### config.mk
export PLATFORM = sky130hd
export DESIGN_NAME = step_pulse_fanout_emitter_core
export DESIGN_NICKNAME = d
export VERILOG_FILES = /design/src/rtl/sfe_pkg.sv /design/src/rtl/sfe_row_mem.sv /design/src/rtl/step_pulse_fanout_emitter_core.sv
export SDC_FILE = /design/constraint.sdc
export NUM_CORES = 1
export LEC_CHECK = 0
export BUFFER_PORTS_ARGS = -buffer_cell sky130_fd_sc_hd__clkbuf_2
export CORE_MARGIN = 4
export CORE_UTILIZATION = 45
export DETAILED_ROUTE_END_ITERATION = 6
export PLACE_DENSITY_LB_ADDON = 0.12
export SETUP_SLACK_MARGIN = 0.05
export SLEW_MARGIN = 10
export SYNTH_ARGS = -nofsm -noshare
export SYNTH_HDL_FRONTEND = slang
export SYNTH_SLANG_ARGS = --single-unit
### constraint.sdc
create_clock -name i_clk -period 3.9 [get_ports i_clk]
set_input_delay 0.39 -clock i_clk [delete_from_list [all_inputs] [get_ports i_clk]]
set_output_delay 0.39 -clock i_clk [all_outputs]
set_load 0.05 [all_outputs]
### src/rtl/sfe_pkg.sv
package sfe_pkg;

    // Default build values for the top-level parameters.
    localparam int MOTORS_DEF    = 4;
    localparam int SLOTS_DEF     = 4;
    localparam int MAX_STEPS_DEF = 16;

    // Driver ids are stored at the full width of the id field.
    localparam int DRV_W     = 5;
    localparam int OUT_SLOTS = 4;

    typedef logic [1:0] t_op;
    typedef logic [1:0] t_kind;
    typedef logic [1:0] t_status;
    typedef logic [1:0] t_dir;

    // Request operations.
    localparam t_op OP_RESET = 2'd0;
    localparam t_op OP_BIND  = 2'd1;
    localparam t_op OP_EMIT  = 2'd2;

    // Result kinds.
    localparam t_kind K_STATUS = 2'd0;
    localparam t_kind K_DIR    = 2'd1;
    localparam t_kind K_EDGE   = 2'd2;

    // Bind status codes.
    localparam t_status ST_OK    = 2'd0;
    localparam t_status ST_RANGE = 2'd1;
    localparam t_status ST_FULL  = 2'd2;

    // Direction mark for a motor whose direction pins are not known.
    localparam t_dir DIR_UNKNOWN = 2'd2;

endpackage

### src/rtl/sfe_row_mem.sv
module sfe_row_mem
    import sfe_pkg::*;
#(
    parameter int DEPTH = MOTORS_DEF,
    parameter int WIDTH = SLOTS_DEF * (DRV_W + 1),
    localparam int AW   = (DEPTH > 1) ? $clog2(DEPTH) : 1
) (
    input  logic             i_clk,
    input  logic             i_rd_en,
    input  logic [AW-1:0]    i_rd_addr,
    output logic [WIDTH-1:0] o_rd_data,
    input  logic             i_wr_en,
    input  logic [AW-1:0]    i_wr_addr,
    input  logic [WIDTH-1:0] i_wr_data
);

    logic [WIDTH-1:0] mem [DEPTH];
    logic [WIDTH-1:0] r_rd_data;

    // One write port; read data is registered and holds until the next read.
    always_ff @(posedge i_clk) begin
        if (i_wr_en) begin
            mem[i_wr_addr] <= i_wr_data;
        end
        if (i_rd_en) begin
            r_rd_data <= mem[i_rd_addr];
        end
    end

    assign o_rd_data = r_rd_data;

endmodule

### src/rtl/step_pulse_fanout_emitter_core.sv
// Step pulse fanout emitter.
//
// The request channel (i_valid, o_stall) carries one operation: reset bindings,
// bind a driver id to a motor, or emit a signed number of steps for a motor.
// The result channel (o_valid, i_stall) returns status answers, direction
// results and step-edge results; o_last marks the final result of a request.
// Bindings live in a row memory with one row per motor and a registered read.
// A reset request gives no result. A bind reads the motor's row when it is
// accepted, then issues its status result and, on success, writes the row back.
// An emit reads the row when it is accepted, then issues up to one
// direction result and up to MAX_STEPS edge results. The single output
// register issues one result per cycle while the receiver does not stall;
// one request is in work at a time.
// When the receiver stalls, the output register holds its result and the
// sequencer waits; o_stall stays high until the request is finished.
// Reset clears every binding count and marks every direction unknown; the
// binding memory needs no clearing pass.
module step_pulse_fanout_emitter_core
    import sfe_pkg::*;
#(
    parameter int MOTORS          = MOTORS_DEF,
    parameter int SLOTS_PER_MOTOR = SLOTS_DEF,
    parameter int MAX_STEPS       = MAX_STEPS_DEF
) (
    input  logic              i_clk,
    input  logic              i_rst_n,
    // Request channel.
    input  logic              i_valid,
    output logic              o_stall,
    input  logic [1:0]        i_operation,
    input  logic [2:0]        i_motor,
    input  logic [4:0]        i_stepper_id,
    input  logic              i_invert,
    input  logic signed [5:0] i_step_count,
    // Result channel.
    output logic              o_valid,
    input  logic              i_stall,
    output logic [1:0]        o_kind,
    output logic [1:0]        o_motor_out,
    output logic [3:0]        o_slot_mask,
    output logic [4:0]        o_driver_a,
    output logic [4:0]        o_driver_b,
    output logic [4:0]        o_driver_c,
    output logic [4:0]        o_driver_d,
    output logic [3:0]        o_dir_levels,
    output logic [1:0]        o_status,
    output logic              o_last
);

    localparam int MW = (MOTORS > 1) ? $clog2(MOTORS) : 1;
    localparam int CW = $clog2(SLOTS_PER_MOTOR + 1);
    localparam int SW = $clog2(MAX_STEPS + 1);
    localparam int EW = DRV_W + 1;
    localparam int RW = SLOTS_PER_MOTOR * EW;

    localparam logic [1:0] S_IDLE = 2'd0;
    localparam logic [1:0] S_BIND = 2'd1;
    localparam logic [1:0] S_DIR  = 2'd2;
    localparam logic [1:0] S_EDGE = 2'd3;

    // Control state.
    logic [1:0]    r_state, n_state;
    logic [CW-1:0] r_count [MOTORS];
    t_dir          r_dir [MOTORS];
    logic [SW-1:0] r_left, n_left;

    // Request context held while the request is worked on.
    logic [2:0]       r_motor;
    logic [CW-1:0]    r_cnt;
    logic [DRV_W-1:0] r_id;
    logic             r_inv;
    logic             r_rev;
    t_status          r_status;

    // Output register.
    logic                   r_out_valid;
    t_kind                  r_out_kind;
    logic [1:0]             r_out_motor;
    logic [OUT_SLOTS-1:0]   r_out_mask;
    logic [DRV_W-1:0]       r_out_drv [OUT_SLOTS];
    logic [OUT_SLOTS-1:0]   r_out_levels;
    t_status                r_out_status;
    logic                   r_out_last;

    // Memory port signals.
    logic          mem_rd_en;
    logic [RW-1:0] mem_rd_data;
    logic          mem_wr_en;
    logic [RW-1:0] mem_wr_data;

    // Request decode.
    logic          accept;
    logic          in_range;
    logic [MW-1:0] midx;
    logic [CW-1:0] cur_cnt;
    t_dir          cur_dir;
    logic [5:0]    raw_u;
    logic [5:0]    mag6;
    logic [SW-1:0] mag_sat;
    logic          raw_rev;
    logic          emit_go;
    t_status       bind_status;

    // Slot view of the row read for the current motor.
    logic [OUT_SLOTS-1:0] slot_mask;
    logic [DRV_W-1:0]     slot_drv [OUT_SLOTS];
    logic [OUT_SLOTS-1:0] slot_levels;

    // Result offered to the output register this cycle.
    logic                 out_free;
    logic                 e_valid;
    t_kind                e_kind;
    logic [1:0]           e_motor;
    logic                 e_slots;
    logic                 e_levels;
    t_status              e_status;
    logic                 e_last;
    logic                 bind_commit;

    assign o_stall  = (r_state != S_IDLE);
    assign accept   = i_valid && (r_state == S_IDLE);
    assign out_free = !r_out_valid || !i_stall;

    assign in_range = ({1'b0, i_motor} < 4'(MOTORS));
    assign midx     = i_motor[MW-1:0];
    assign cur_cnt  = r_count[midx];
    assign cur_dir  = r_dir[midx];

    // Magnitude of the step count, saturated to the step limit.
    assign raw_u   = i_step_count;
    assign raw_rev = raw_u[5];
    assign mag6    = raw_rev ? 6'(~raw_u + 6'd1) : raw_u;
    assign mag_sat = ({1'b0, mag6} > 7'(MAX_STEPS)) ? SW'(MAX_STEPS) : SW'(mag6);

    assign emit_go = in_range && (cur_cnt != '0) && (raw_u != '0);

    always_comb begin
        if (!in_range) begin
            bind_status = ST_RANGE;
        end else if (cur_cnt >= CW'(SLOTS_PER_MOTOR)) begin
            bind_status = ST_FULL;
        end else begin
            bind_status = ST_OK;
        end
    end

    // Bound slots of the row, with the direction level of each.
    for (genvar j = 0; j < OUT_SLOTS; j++) begin : g_slot
        if (j < SLOTS_PER_MOTOR) begin : g_used
            assign slot_mask[j]   = (r_cnt > CW'(j));
            assign slot_drv[j]    = slot_mask[j] ? mem_rd_data[j*EW +: DRV_W] : '0;
            assign slot_levels[j] = slot_mask[j] & (~r_rev ^ mem_rd_data[j*EW + DRV_W]);
        end else begin : g_none
            assign slot_mask[j]   = 1'b0;
            assign slot_drv[j]    = '0;
            assign slot_levels[j] = 1'b0;
        end
    end

    // Row written back by a bind: the next free slot takes the new entry.
    for (genvar s = 0; s < SLOTS_PER_MOTOR; s++) begin : g_wr
        assign mem_wr_data[s*EW +: EW] = (r_cnt == CW'(s)) ? {r_inv, r_id}
                                                          : mem_rd_data[s*EW +: EW];
    end

    // Sequencer: one result per cycle into the output register while it is free.
    always_comb begin
        n_state     = r_state;
        n_left      = r_left;
        mem_rd_en   = 1'b0;
        e_valid     = 1'b0;
        e_kind      = K_STATUS;
        e_motor     = r_motor[1:0];
        e_slots     = 1'b0;
        e_levels    = 1'b0;
        e_status    = ST_OK;
        e_last      = 1'b0;
        bind_commit = 1'b0;
        case (r_state)
            S_IDLE: begin
                if (accept) begin
                    case (i_operation)
                        OP_BIND: begin
                            mem_rd_en = 1'b1;
                            n_state   = S_BIND;
                        end
                        OP_EMIT: begin
                            if (emit_go) begin
                                mem_rd_en = 1'b1;
                                n_left    = mag_sat;
                                n_state   = (cur_dir != {1'b0, raw_rev}) ? S_DIR : S_EDGE;
                            end
                        end
                        default: begin
                            n_state = S_IDLE;
                        end
                    endcase
                end
            end
            S_BIND: begin
                if (out_free) begin
                    e_valid     = 1'b1;
                    e_kind      = K_STATUS;
                    e_motor     = (r_status == ST_RANGE) ? 2'd0 : r_motor[1:0];
                    e_status    = r_status;
                    e_last      = 1'b1;
                    bind_commit = (r_status == ST_OK);
                    n_state     = S_IDLE;
                end
            end
            S_DIR: begin
                if (out_free) begin
                    e_valid  = 1'b1;
                    e_kind   = K_DIR;
                    e_slots  = 1'b1;
                    e_levels = 1'b1;
                    n_state  = S_EDGE;
                end
            end
            S_EDGE: begin
                if (out_free) begin
                    e_valid = 1'b1;
                    e_kind  = K_EDGE;
                    e_slots = 1'b1;
                    e_last  = (r_left == SW'(1));
                    n_left  = r_left - SW'(1);
                    if (r_left == SW'(1)) begin
                        n_state = S_IDLE;
                    end
                end
            end
            default: begin
                n_state = S_IDLE;
            end
        endcase
    end

    assign mem_wr_en = bind_commit;

    sfe_row_mem #(
        .DEPTH (MOTORS),
        .WIDTH (RW)
    ) u_row_mem (
        .i_clk     (i_clk),
        .i_rd_en   (mem_rd_en),
        .i_rd_addr (midx),
        .o_rd_data (mem_rd_data),
        .i_wr_en   (mem_wr_en),
        .i_wr_addr (r_motor[MW-1:0]),
        .i_wr_data (mem_wr_data)
    );

    // Control state, counts and direction marks.
    always_ff @(posedge i_clk) begin
        if (!i_rst_n) begin
            r_state     <= S_IDLE;
            r_left      <= '0;
            r_out_valid <= 1'b0;
            for (int m = 0; m < MOTORS; m++) begin
                r_count[m] <= '0;
                r_dir[m]   <= DIR_UNKNOWN;
            end
        end else begin
            r_state <= n_state;
            r_left  <= n_left;
            if (out_free) begin
                r_out_valid <= e_valid;
            end
            if (accept && (i_operation == OP_RESET)) begin
                for (int m = 0; m < MOTORS; m++) begin
                    r_count[m] <= '0;
                    r_dir[m]   <= DIR_UNKNOWN;
                end
            end
            if (accept && (i_operation == OP_EMIT) && emit_go) begin
                r_dir[midx] <= {1'b0, raw_rev};
            end
            if (bind_commit) begin
                r_count[r_motor[MW-1:0]] <= CW'(r_cnt + CW'(1));
                r_dir[r_motor[MW-1:0]]   <= DIR_UNKNOWN;
            end
        end
    end

    // Request context.
    always_ff @(posedge i_clk) begin
        if (accept) begin
            r_motor  <= i_motor;
            r_cnt    <= cur_cnt;
            r_id     <= i_stepper_id;
            r_inv    <= i_invert;
            r_rev    <= raw_rev;
            r_status <= bind_status;
        end
    end

    // Output payload.
    always_ff @(posedge i_clk) begin
        if (out_free && e_valid) begin
            r_out_kind   <= e_kind;
            r_out_motor  <= e_motor;
            r_out_mask   <= e_slots ? slot_mask : '0;
            r_out_levels <= e_levels ? slot_levels : '0;
            r_out_status <= e_status;
            r_out_last   <= e_last;
            for (int j = 0; j < OUT_SLOTS; j++) begin
                r_out_drv[j] <= e_slots ? slot_drv[j] : '0;
            end
        end
    end

    assign o_valid      = r_out_valid;
    assign o_kind       = r_out_kind;
    assign o_motor_out  = r_out_motor;
    assign o_slot_mask  = r_out_mask;
    assign o_driver_a   = r_out_drv[0];
    assign o_driver_b   = r_out_drv[1];
    assign o_driver_c   = r_out_drv[2];
    assign o_driver_d   = r_out_drv[3];
    assign o_dir_levels = r_out_levels;
    assign o_status     = r_out_status;
    assign o_last       = r_out_last;

    // A status answer is always the only result of its request.
    a_status_last: assert property (@(posedge i_clk) disable iff (!i_rst_n)
        (o_valid && (o_kind == K_STATUS)) |-> o_last)
        else $error("status result without last");

    // A direction result is always followed by at least one edge.
    a_dir_not_last: assert property (@(posedge i_clk) disable iff (!i_rst_n)
        (o_valid && (o_kind == K_DIR)) |-> !o_last)
        else $error("direction result marked last");

    // The edge sequencer never runs with no steps left.
    a_edge_left: assert property (@(posedge i_clk) disable iff (!i_rst_n)
        (r_state == S_EDGE) |-> (r_left != '0))
        else $error("edge state with zero steps left");

    // A reset request clears the first motor's bindings.
    a_reset_clears: assert property (@(posedge i_clk) disable iff (!i_rst_n)
        (accept && (i_operation == OP_RESET)) |=> (r_count[0] == '0))
        else $error("reset request left a binding count");

endmodule

==> results of run 1 <==
==> final cells by class <==
cell class / count / area, um^2
flip-flops and latches: 197 / 5840
diodes: 1 / 2.50
clock buffers: 17 / 425
fillers: 1446 / 8200
clock inverters: 15 / 164
well taps: 225 / 282
multi-input cells: 243 / 2150
repair buffers: 67 / 360
inverters: 17 / 63.8
==> final timing paths <==
check | start | end | cells after the start | slack, ns
setup / recovery | r_state[0] | u_row_mem.mem[1][10] | 5 | 1.21
hold / removal | i_stepper_id[2] | r_id[2] | 1 | 0.13
setup reg to reg | r_state[0] | u_row_mem.mem[1][10] | 5 | 1.21
hold reg to reg | r_left[4] | r_left[4] | 2 | 0.49
==> stage by stage <==
step,util,hold WS (ns)
2_1_floorplan,-,0.456
3_3_place_gp,0.497,0.473
3_5_place_dp,0.497,0.482
4_1_cts,0.531,0.114
5_1_grt,0.531,0.116
6_report,0.531,0.134
==> power groups by stage <==
stage	Sequential, mW	Clock [mW]	Combinational, mW
2_1_floorplan	2.60	0	0.223
3_3_place_gp	2.51	0	0.452
5_1_grt	2.47	1.87	0.489
6_report	2.46	1.74	0.455
3_5_place_dp	2.51	0	0.460
4_1_cts	2.46	1.78	0.461
==> flip-flops by register name (all words and copies together), names as in the netlist, 2 cells and up <==
name                 cells
o_dir_levels             4
o_kind                   2
o_motor_out              2
o_slot_mask              4
o_status                 2
r_cnt                    3
r_count                 12
r_dir                    8
r_id                     5
r_left                   5
r_motor                  2
r_out_drv               20
r_state                  2
r_status                 2
u_row_mem.mem           96
u_row_mem.o_rd_data     24
==> cells by family after synthesis <==
kind of cell,after synthesis,share of synthesized area
mux,54,0.115
flops,197,0.720
simple gates,125,0.0797
xor+xnor,14,0.0151
compound gates,38,0.0344
fa+ha+maj,12,0.0185
buf+inv,33,0.0170
==> layer usage <==
metal / global-route usage / part of all wire
met1: 0.236 / 0.46
met3: 0.0407 / 0.045
met5: 0 / 0
met4: 0.0379 / 0.0077
met2: 0.280 / 0.49
==> cells in the mapped netlist (2+ instances only) <==
master	count	share of area
sky130_fd_sc_hd__and3_1	2	0.0015
sky130_fd_sc_hd__mux4_2	26	0.072
sky130_fd_sc_hd__nand2b_1	8	0.0062
sky130_fd_sc_hd__or4_1	2	0.0019
sky130_fd_sc_hd__nor3_1	5	0.0031
sky130_fd_sc_hd__ha_1	12	0.019
sky130_fd_sc_hd__nor3b_1	2	0.0019
sky130_fd_sc_hd__and2_1	24	0.019
sky130_fd_sc_hd__edfxtp_1	189	0.70
sky130_fd_sc_hd__a211oi_1	2	0.0019
sky130_fd_sc_hd__nor2_1	38	0.018
sky130_fd_sc_hd__o21bai_1	3	0.0028
sky130_fd_sc_hd__nor4_1	5	0.0039
sky130_fd_sc_hd__a22oi_1	2	0.0019
sky130_fd_sc_hd__clkbuf_1	9	0.0042
sky130_fd_sc_hd__nand2_1	18	0.0083
sky130_fd_sc_hd__xor2_1	8	0.0087
sky130_fd_sc_hd__o21ai_0	4	0.0025
sky130_fd_sc_hd__nor2b_1	3	0.0023
sky130_fd_sc_hd__mux2_2	25	0.035
sky130_fd_sc_hd__a311oi_1	2	0.0022
sky130_fd_sc_hd__a21oi_1	10	0.0062
sky130_fd_sc_hd__nand3_1	7	0.0043
sky130_fd_sc_hd__a31oi_1	3	0.0023
sky130_fd_sc_hd__inv_1	17	0.0079
sky130_fd_sc_hd__buf_2	4	0.0025
sky130_fd_sc_hd__a21boi_0	2	0.0019
sky130_fd_sc_hd__dfxtp_1	8	0.020
sky130_fd_sc_hd__mux4_1	2	0.0065
sky130_fd_sc_hd__nand4_1	4	0.0031
sky130_fd_sc_hd__xnor2_1	6	0.0065
==> impl_metrics.prom, run 1 <==
# TYPE chip_impl_metric gauge
chip_impl_info{name="timing.critical_path.cells",value="a21bo_2, or4_1, nor2_1, and2_1, buf_4"} 1
chip_impl_metric{name="detail_route.drc_violations",unit=""} 0
chip_impl_metric{name="numCtsBuffers",unit=""} 17
chip_impl_metric{name="avgSynthCellArea",unit="um^2"} 17.1
chip_impl_metric{name="flow.area_growth_from_synthesis",unit="%"} 14.6
chip_impl_info{name="layout_commonest_cell",value="sky130_fd_sc_hd__edfxtp_1"} 1
chip_impl_metric{name="sw_frac_of_total",unit=""} 0.256
chip_impl_metric{name="drv_slew",unit=""} 0
chip_impl_metric{name="period_minus_slack",unit="ns"} 2.69
chip_impl_metric{name="crit_required",unit="ns"} 4.01
chip_impl_metric{name="finalClockSkew",unit="ns"} 0.0121
chip_impl_metric{name="global_route.usage.total",unit=""} 0.171
chip_impl_metric{name="drt_first_iter_violations",unit=""} 364
chip_impl_metric{name="final_layout_size_suffix_gt1_frac",unit=""} 0.288
chip_impl_metric{name="vdd.ir_drop.worst",unit="V"} 0.000346
chip_impl_metric{name="synth-warning-count",unit=""} 0
chip_impl_metric{name="post-place-cells",unit=""} 749
chip_impl_metric{name="seqPwrFrac",unit=""} 0.528
chip_impl_metric{name="clock_sinks",unit=""} 197
chip_impl_metric{name="row_count",unit=""} 48
chip_impl_metric{name="routedWlPerCell",unit="um"} 21.2
chip_impl_metric{name="cpPeakStageDelay",unit="ns"} 0.52
chip_impl_info{name="cts.root.buffer_cell",value="sky130_fd_sc_hd__clkbuf_16"} 1
chip_impl_metric{name="gp_congestion",unit=""} 0.812
chip_impl_metric{name="worst_slack",unit="ns"} 1.21
chip_impl_metric{name="place_area",unit="um^2"} 8690
chip_impl_metric{name="deepest_clock_path_buffer_count",unit=""} 2
chip_impl_metric{name="power_report.internal_total",unit="mW"} 3.46
chip_impl_metric{name="clock_power_share",unit=""} 0.374
chip_impl_metric{name="finish.instance_area",unit="um^2"} 9280
chip_impl_info{name="mostFrequentLayoutCells",value="sky130_fd_sc_hd__edfxtp_1, sky130_fd_sc_hd__clkbuf_2, sky130_fd_sc_hd__nor2_1"} 1
chip_impl_metric{name="critical_path_arrival",unit="ns"} 2.80
chip_impl_metric{name="placement.setup.worst_slack",unit="ns"} 1.16
chip_impl_metric{name="post_layout_nonfiller_instances",unit=""} 782
chip_impl_metric{name="num-nets-final",unit=""} 576
chip_impl_metric{name="fp.dieH",unit="um"} 142
chip_impl_metric{name="detail_route.first_pass.iterations",unit=""} 5
chip_impl_metric{name="grt_pass1_wl",unit="um"} 25400
chip_impl_metric{name="max_capacitance_violation_count",unit=""} 0
chip_impl_metric{name="critical_path.n_buffers_inverters",unit=""} 1
chip_impl_info{name="critical_path.startpoint_type",value="flop"} 1
chip_impl_metric{name="post_cts_resized",unit=""} 0
chip_impl_metric{name="synth.ff_latch_count",unit=""} 197
chip_impl_metric{name="count_of_flip_flops_with_a_built_in_enable_after_synthesis",unit=""} 189
chip_impl_metric{name="fp.dieArea",unit="um^2"} 20200
chip_impl_metric{name="dp_hpwl",unit="um"} 11000
chip_impl_info{name="timing.setup.critical_path_class",value="reg -> reg"} 1
chip_impl_metric{name="total_routed_wirelength",unit="um"} 16600
chip_impl_metric{name="fin_tns_setup",unit="ns"} 0
chip_impl_metric{name="grt_antenna_before_repair",unit=""} 0
chip_impl_metric{name="synthesis.instances",unit=""} 473
chip_impl_metric{name="initial_core_util",unit=""} 0.463
chip_impl_metric{name="totalPowerFinal",unit="mW"} 4.66
chip_impl_metric{name="grt-ovfl-total",unit=""} 0
chip_impl_info{name="min-delay-path-class",value="in -> reg"} 1
chip_impl_metric{name="path_clk_slew",unit="ns"} 0.07
chip_impl_metric{name="fin_crit_sh",unit=""} 0.690
chip_impl_metric{name="max_slew.worst_pin.slew",unit="ns"} 0.916
chip_impl_metric{name="combinationalPowerShare",unit=""} 0.098
chip_impl_metric{name="coreArea",unit="um^2"} 17500
chip_impl_metric{name="ctsHtreeMaxLevel",unit=""} 4
chip_impl_metric{name="worst_skew_pair.late_latency",unit="ns"} 0.43
chip_impl_metric{name="critical_path_fanouts_max",unit=""} 16
chip_impl_metric{name="antenna_violating_nets_post_route",unit=""} 0
chip_impl_metric{name="vias_per_cell",unit=""} 5.47
chip_impl_metric{name="synth-async-reset-ratio",unit=""} 0
chip_impl_metric{name="setup_viol",unit=""} 0
chip_impl_metric{name="boundaryPins",unit=""} 58
chip_impl_info{name="critical_path.slowest_cell",value="sky130_fd_sc_hd__and2_1"} 1
chip_impl_metric{name="via_count_of_the_first_global_routing_pass",unit=""} 4435
chip_impl_metric{name="synth-seq-area-share",unit=""} 0.720
chip_impl_info{name="result_of_the_run",value="complete, no violations"} 1
chip_impl_metric{name="slew_headroom",unit=""} 0.384
chip_impl_metric{name="portBuffers",unit=""} 57
chip_impl_metric{name="power.density_cell_area",unit="nW/um^2"} 502
chip_impl_metric{name="vias",unit=""} 4279
chip_impl_metric{name="grt_start_max_net_pins",unit=""} 32
chip_impl_metric{name="timing.fmax",unit="MHz"} 371
chip_impl_info{name="critical_path.top_delay_family",value="simple AND/OR/NAND/NOR gates"} 1
chip_impl_metric{name="syn_area",unit="um^2"} 8100
chip_impl_metric{name="horizontal_die_dimension",unit="um"} 142
chip_impl_metric{name="post_cts.repair.setup_buffers",unit=""} 0
chip_impl_metric{name="syn-num-nets",unit=""} 506
chip_impl_info{name="critical_path.endpoint_type",value="flop"} 1
chip_impl_info{name="dominantRegCellSynth",value="sky130_fd_sc_hd__edfxtp_1"} 1
chip_impl_metric{name="post_synth_num_cell_types",unit=""} 52
chip_impl_metric{name="leakagePower",unit="nW"} 3.23
chip_impl_info{name="setup_repair_after_global_routing_missed_its_margin",value="no"} 1
chip_impl_metric{name="timing.final.hold_violations",unit=""} 0
chip_impl_metric{name="post_cts_hold_buffer_count",unit=""} 0
chip_impl_info{name="tritoncts",value="done"} 1
chip_impl_metric{name="net_switching_power_figure",unit="mW"} 1.19
(Power assumes the default switching activity.)
==> run 2: changes to the inputs <==
Clock period 3.9 ns to 2.4 ns, I/O delays scaled along.
==> run 2 against run 1 <==
Compared with the run above:
- non-clock buffer count rose by 24
- register-to-register slack got worse by 0.99 ns
- largest power group unchanged
- critical endpoint is now r_dir[1][0]
- critical path type unchanged
- clock power rose by 57%
==> impl_metrics.prom, run 2 (synthesized netlist as in run 1, its figures left out) <==
# TYPE chip_impl_metric gauge
chip_impl_info{name="layout_commonest_cell",value="sky130_fd_sc_hd__edfxtp_1"} 1
chip_impl_metric{name="detail_route.first_pass.iterations",unit=""} 4
chip_impl_metric{name="power.density_cell_area",unit="nW/um^2"} 790
chip_impl_metric{name="antenna_violating_nets_post_route",unit=""} 0
chip_impl_metric{name="net_switching_power_figure",unit="mW"} 1.89
chip_impl_metric{name="vias",unit=""} 4380
chip_impl_metric{name="deepest_clock_path_buffer_count",unit=""} 2
chip_impl_metric{name="gp_congestion",unit=""} 0.869
chip_impl_info{name="timing.critical_path.cells",value="a21bo_4, nor3_1, nor3b_2, mux2_2, a22oi_1"} 1
chip_impl_metric{name="drv_slew",unit=""} 0
chip_impl_metric{name="coreArea",unit="um^2"} 17500
chip_impl_metric{name="grt_start_max_net_pins",unit=""} 25
chip_impl_metric{name="finalClockSkew",unit="ns"} 0.00700
chip_impl_metric{name="grt_pass1_wl",unit="um"} 26600
chip_impl_info{name="result_of_the_run",value="complete, no violations"} 1
chip_impl_metric{name="timing.reg2reg.worst_path_depth",unit=""} 5
chip_impl_metric{name="combinationalPowerShare",unit=""} 0.105
chip_impl_metric{name="clock_power_share",unit=""} 0.363
chip_impl_info{name="regMostFlops",value="u_row_mem.mem"} 1
chip_impl_metric{name="setup_viol",unit=""} 0
chip_impl_metric{name="dp_hpwl",unit="um"} 11300
chip_impl_metric{name="worst_skew_pair.late_latency",unit="ns"} 0.44
chip_impl_metric{name="totalPowerFinal",unit="mW"} 7.53
chip_impl_metric{name="num-nets-final",unit=""} 600
chip_impl_metric{name="initial_core_util",unit=""} 0.463
chip_impl_metric{name="max_capacitance_violation_count",unit=""} 0
chip_impl_metric{name="post_layout_nonfiller_instances",unit=""} 805
chip_impl_metric{name="horizontal_die_dimension",unit="um"} 142
chip_impl_metric{name="period_minus_slack",unit="ns"} 2.19
chip_impl_metric{name="timing.final.hold_violations",unit=""} 0
chip_impl_metric{name="numCtsBuffers",unit=""} 17
chip_impl_metric{name="boundaryPins",unit=""} 58
chip_impl_info{name="setup_repair_after_global_routing_missed_its_margin",value="no"} 1
chip_impl_metric{name="fin_crit_sh",unit=""} 0.911
chip_impl_metric{name="holdPathStages",unit=""} 1
chip_impl_metric{name="flow.area_growth_from_synthesis",unit="%"} 17.7
chip_impl_metric{name="power_report.internal_total",unit="mW"} 5.63
chip_impl_info{name="rr_startpoint",value="o_valid"} 1
chip_impl_metric{name="final_layout_size_suffix_gt1_frac",unit=""} 0.310
chip_impl_info{name="cts.root.buffer_cell",value="sky130_fd_sc_hd__clkbuf_16"} 1
chip_impl_metric{name="sw_frac_of_total",unit=""} 0.252
chip_impl_metric{name="timing.fmax",unit="MHz"} 457
chip_impl_info{name="critical_path.slowest_cell",value="sky130_fd_sc_hd__mux2_2"} 1
chip_impl_metric{name="routedWlPerCell",unit="um"} 21.1
chip_impl_info{name="min-delay-path-class",value="in -> reg"} 1
chip_impl_metric{name="post_cts.repair.setup_buffers",unit=""} 0
chip_impl_metric{name="vdd.ir_drop.worst",unit="V"} 0.000575
chip_impl_metric{name="fp.dieH",unit="um"} 142
chip_impl_metric{name="ctsHtreeMaxLevel",unit=""} 4
chip_impl_metric{name="cpPeakStageDelay",unit="ns"} 0.42
chip_impl_metric{name="critical_path_arrival",unit="ns"} 2.30
chip_impl_metric{name="portBuffers",unit=""} 57
chip_impl_info{name="tritoncts",value="done"} 1
chip_impl_metric{name="max_slew.worst_pin.slew",unit="ns"} 0.995
chip_impl_info{name="critical_path.endpoint_type",value="flop"} 1
chip_impl_metric{name="via_count_of_the_first_global_routing_pass",unit=""} 4635
chip_impl_metric{name="drt_first_iter_violations",unit=""} 302
chip_impl_metric{name="reg2reg_setup_slack",unit="ns"} 0.21
chip_impl_metric{name="seqPwrFrac",unit=""} 0.531
chip_impl_metric{name="vias_per_cell",unit=""} 5.44
chip_impl_metric{name="total_routed_wirelength",unit="um"} 17000
chip_impl_metric{name="row_count",unit=""} 48
chip_impl_metric{name="leakagePower",unit="nW"} 3.35
chip_impl_metric{name="fp.dieArea",unit="um^2"} 20200
chip_impl_metric{name="slew_headroom",unit=""} 0.331
chip_impl_metric{name="global_route.usage.total",unit=""} 0.178
chip_impl_metric{name="largest_reg_flops",unit=""} 96
chip_impl_metric{name="final_layout_fill_cell_count",unit=""} 1418
chip_impl_metric{name="hold_ws",unit="ns"} 0.0697
chip_impl_metric{name="clock_sinks",unit=""} 197
chip_impl_metric{name="crit_required",unit="ns"} 2.52
chip_impl_metric{name="critical_path_fanouts_max",unit=""} 5
chip_impl_info{name="regToRegEndpoint",value="r_dir[1][0]"} 1
chip_impl_info{name="critical_path.startpoint_type",value="flop"} 1
chip_impl_metric{name="post-place-cells",unit=""} 767
chip_impl_info{name="worstHoldStart",value="i_motor[2]"} 1
chip_impl_metric{name="grt-ovfl-total",unit=""} 0
chip_impl_metric{name="detail_route.drc_violations",unit=""} 0
chip_impl_metric{name="antennaDiodeCount",unit=""} 0
chip_impl_info{name="timing.setup.critical_path_class",value="reg -> reg"} 1
chip_impl_metric{name="grt_antenna_before_repair",unit=""} 0
chip_impl_info{name="mostFrequentLayoutCells",value="sky130_fd_sc_hd__edfxtp_1, sky130_fd_sc_hd__clkbuf_2, sky130_fd_sc_hd__nor2_1"} 1
chip_impl_metric{name="path_clk_slew",unit="ns"} 0.07
chip_impl_info{name="holdPathEnd",value="r_status[0]"} 1
run 2: layout make-up:
class,count,area [um^2],area share
clock inverters,12,120,0.0126
multi-input cells,243,2190,0.229
well taps,225,282,0.0295
flip-flops and latches,197,5840,0.612
inverters,17,63.8,0.00669
repair buffers,91,606,0.0635
clock buffers,20,437,0.0458
run 2: worst max-delay path: cells and delay by family, from the launching register on:
kind | cells | cell delay, ns
DFF | 1 | 0.36
and+or+nand+nor | 2 | 0.57
muxes | 1 | 0.42
AOI/OAI and AO/OA | 2 | 0.52
run 2: power groups by stage:
stage               Sequential [mW]  Clock (mW)  Combinational (mW)
floorplan                      4.22           0               0.373
global placement               4.07           0               0.778
detailed placement             4.07           0               0.790
CTS                            4.00        2.79               0.802
global route                   4.01        2.94               0.854
finish                         4.00        2.74               0.792
run 2: worst max-delay path by stage:
| stage | from | endpoint | slack (ns) | cells after the start |
|---|---|---|---|---|
| after detailed placement | i_stall | r_dir[1][0] | 0.04 | 6 |
| final | o_valid | r_dir[1][0] | 0.21 | 5 |
| after floorplan | r_state[0] | r_dir[0][0] | -0.11 | 6 |
| after CTS | o_valid | r_dir[1][0] | 0.07 | 5 |
| after global routing | o_valid | r_dir[1][0] | 0.1 | 5 |
| after global placement | i_stall | r_dir[1][0] | 0.20 | 6 |
run 2: per-layer routing:
metal / vias up / global-route usage / share of wire
li1: 2009 / - / -
met4: 0 / 0.0611 / 0.016
met2: 97 / 0.283 / 0.49
met5: - / 0 / 0
met3: 23 / 0.0370 / 0.047
met1: 2251 / 0.246 / 0.45
run 2: timing repair:
action	in CTS	in global routing
endpoints found under the hold margin	6	0
gates resized for setup	0	1
hold buffers	6	0
endpoints found under the setup margin	0	2
run 2: stage by stage:
stage	cell area, um^2	worst slack [ns]	setup TNS (ns)	util
floorplan	8160	-0.113	-0.227	-
global placement	8910	0.195	0	0.510
detailed placement	8910	0.0377	0	0.510
CTS	9530	0.0738	0	0.545
global route	9530	0.0981	0	0.545
finish	9530	0.213	0	0.545
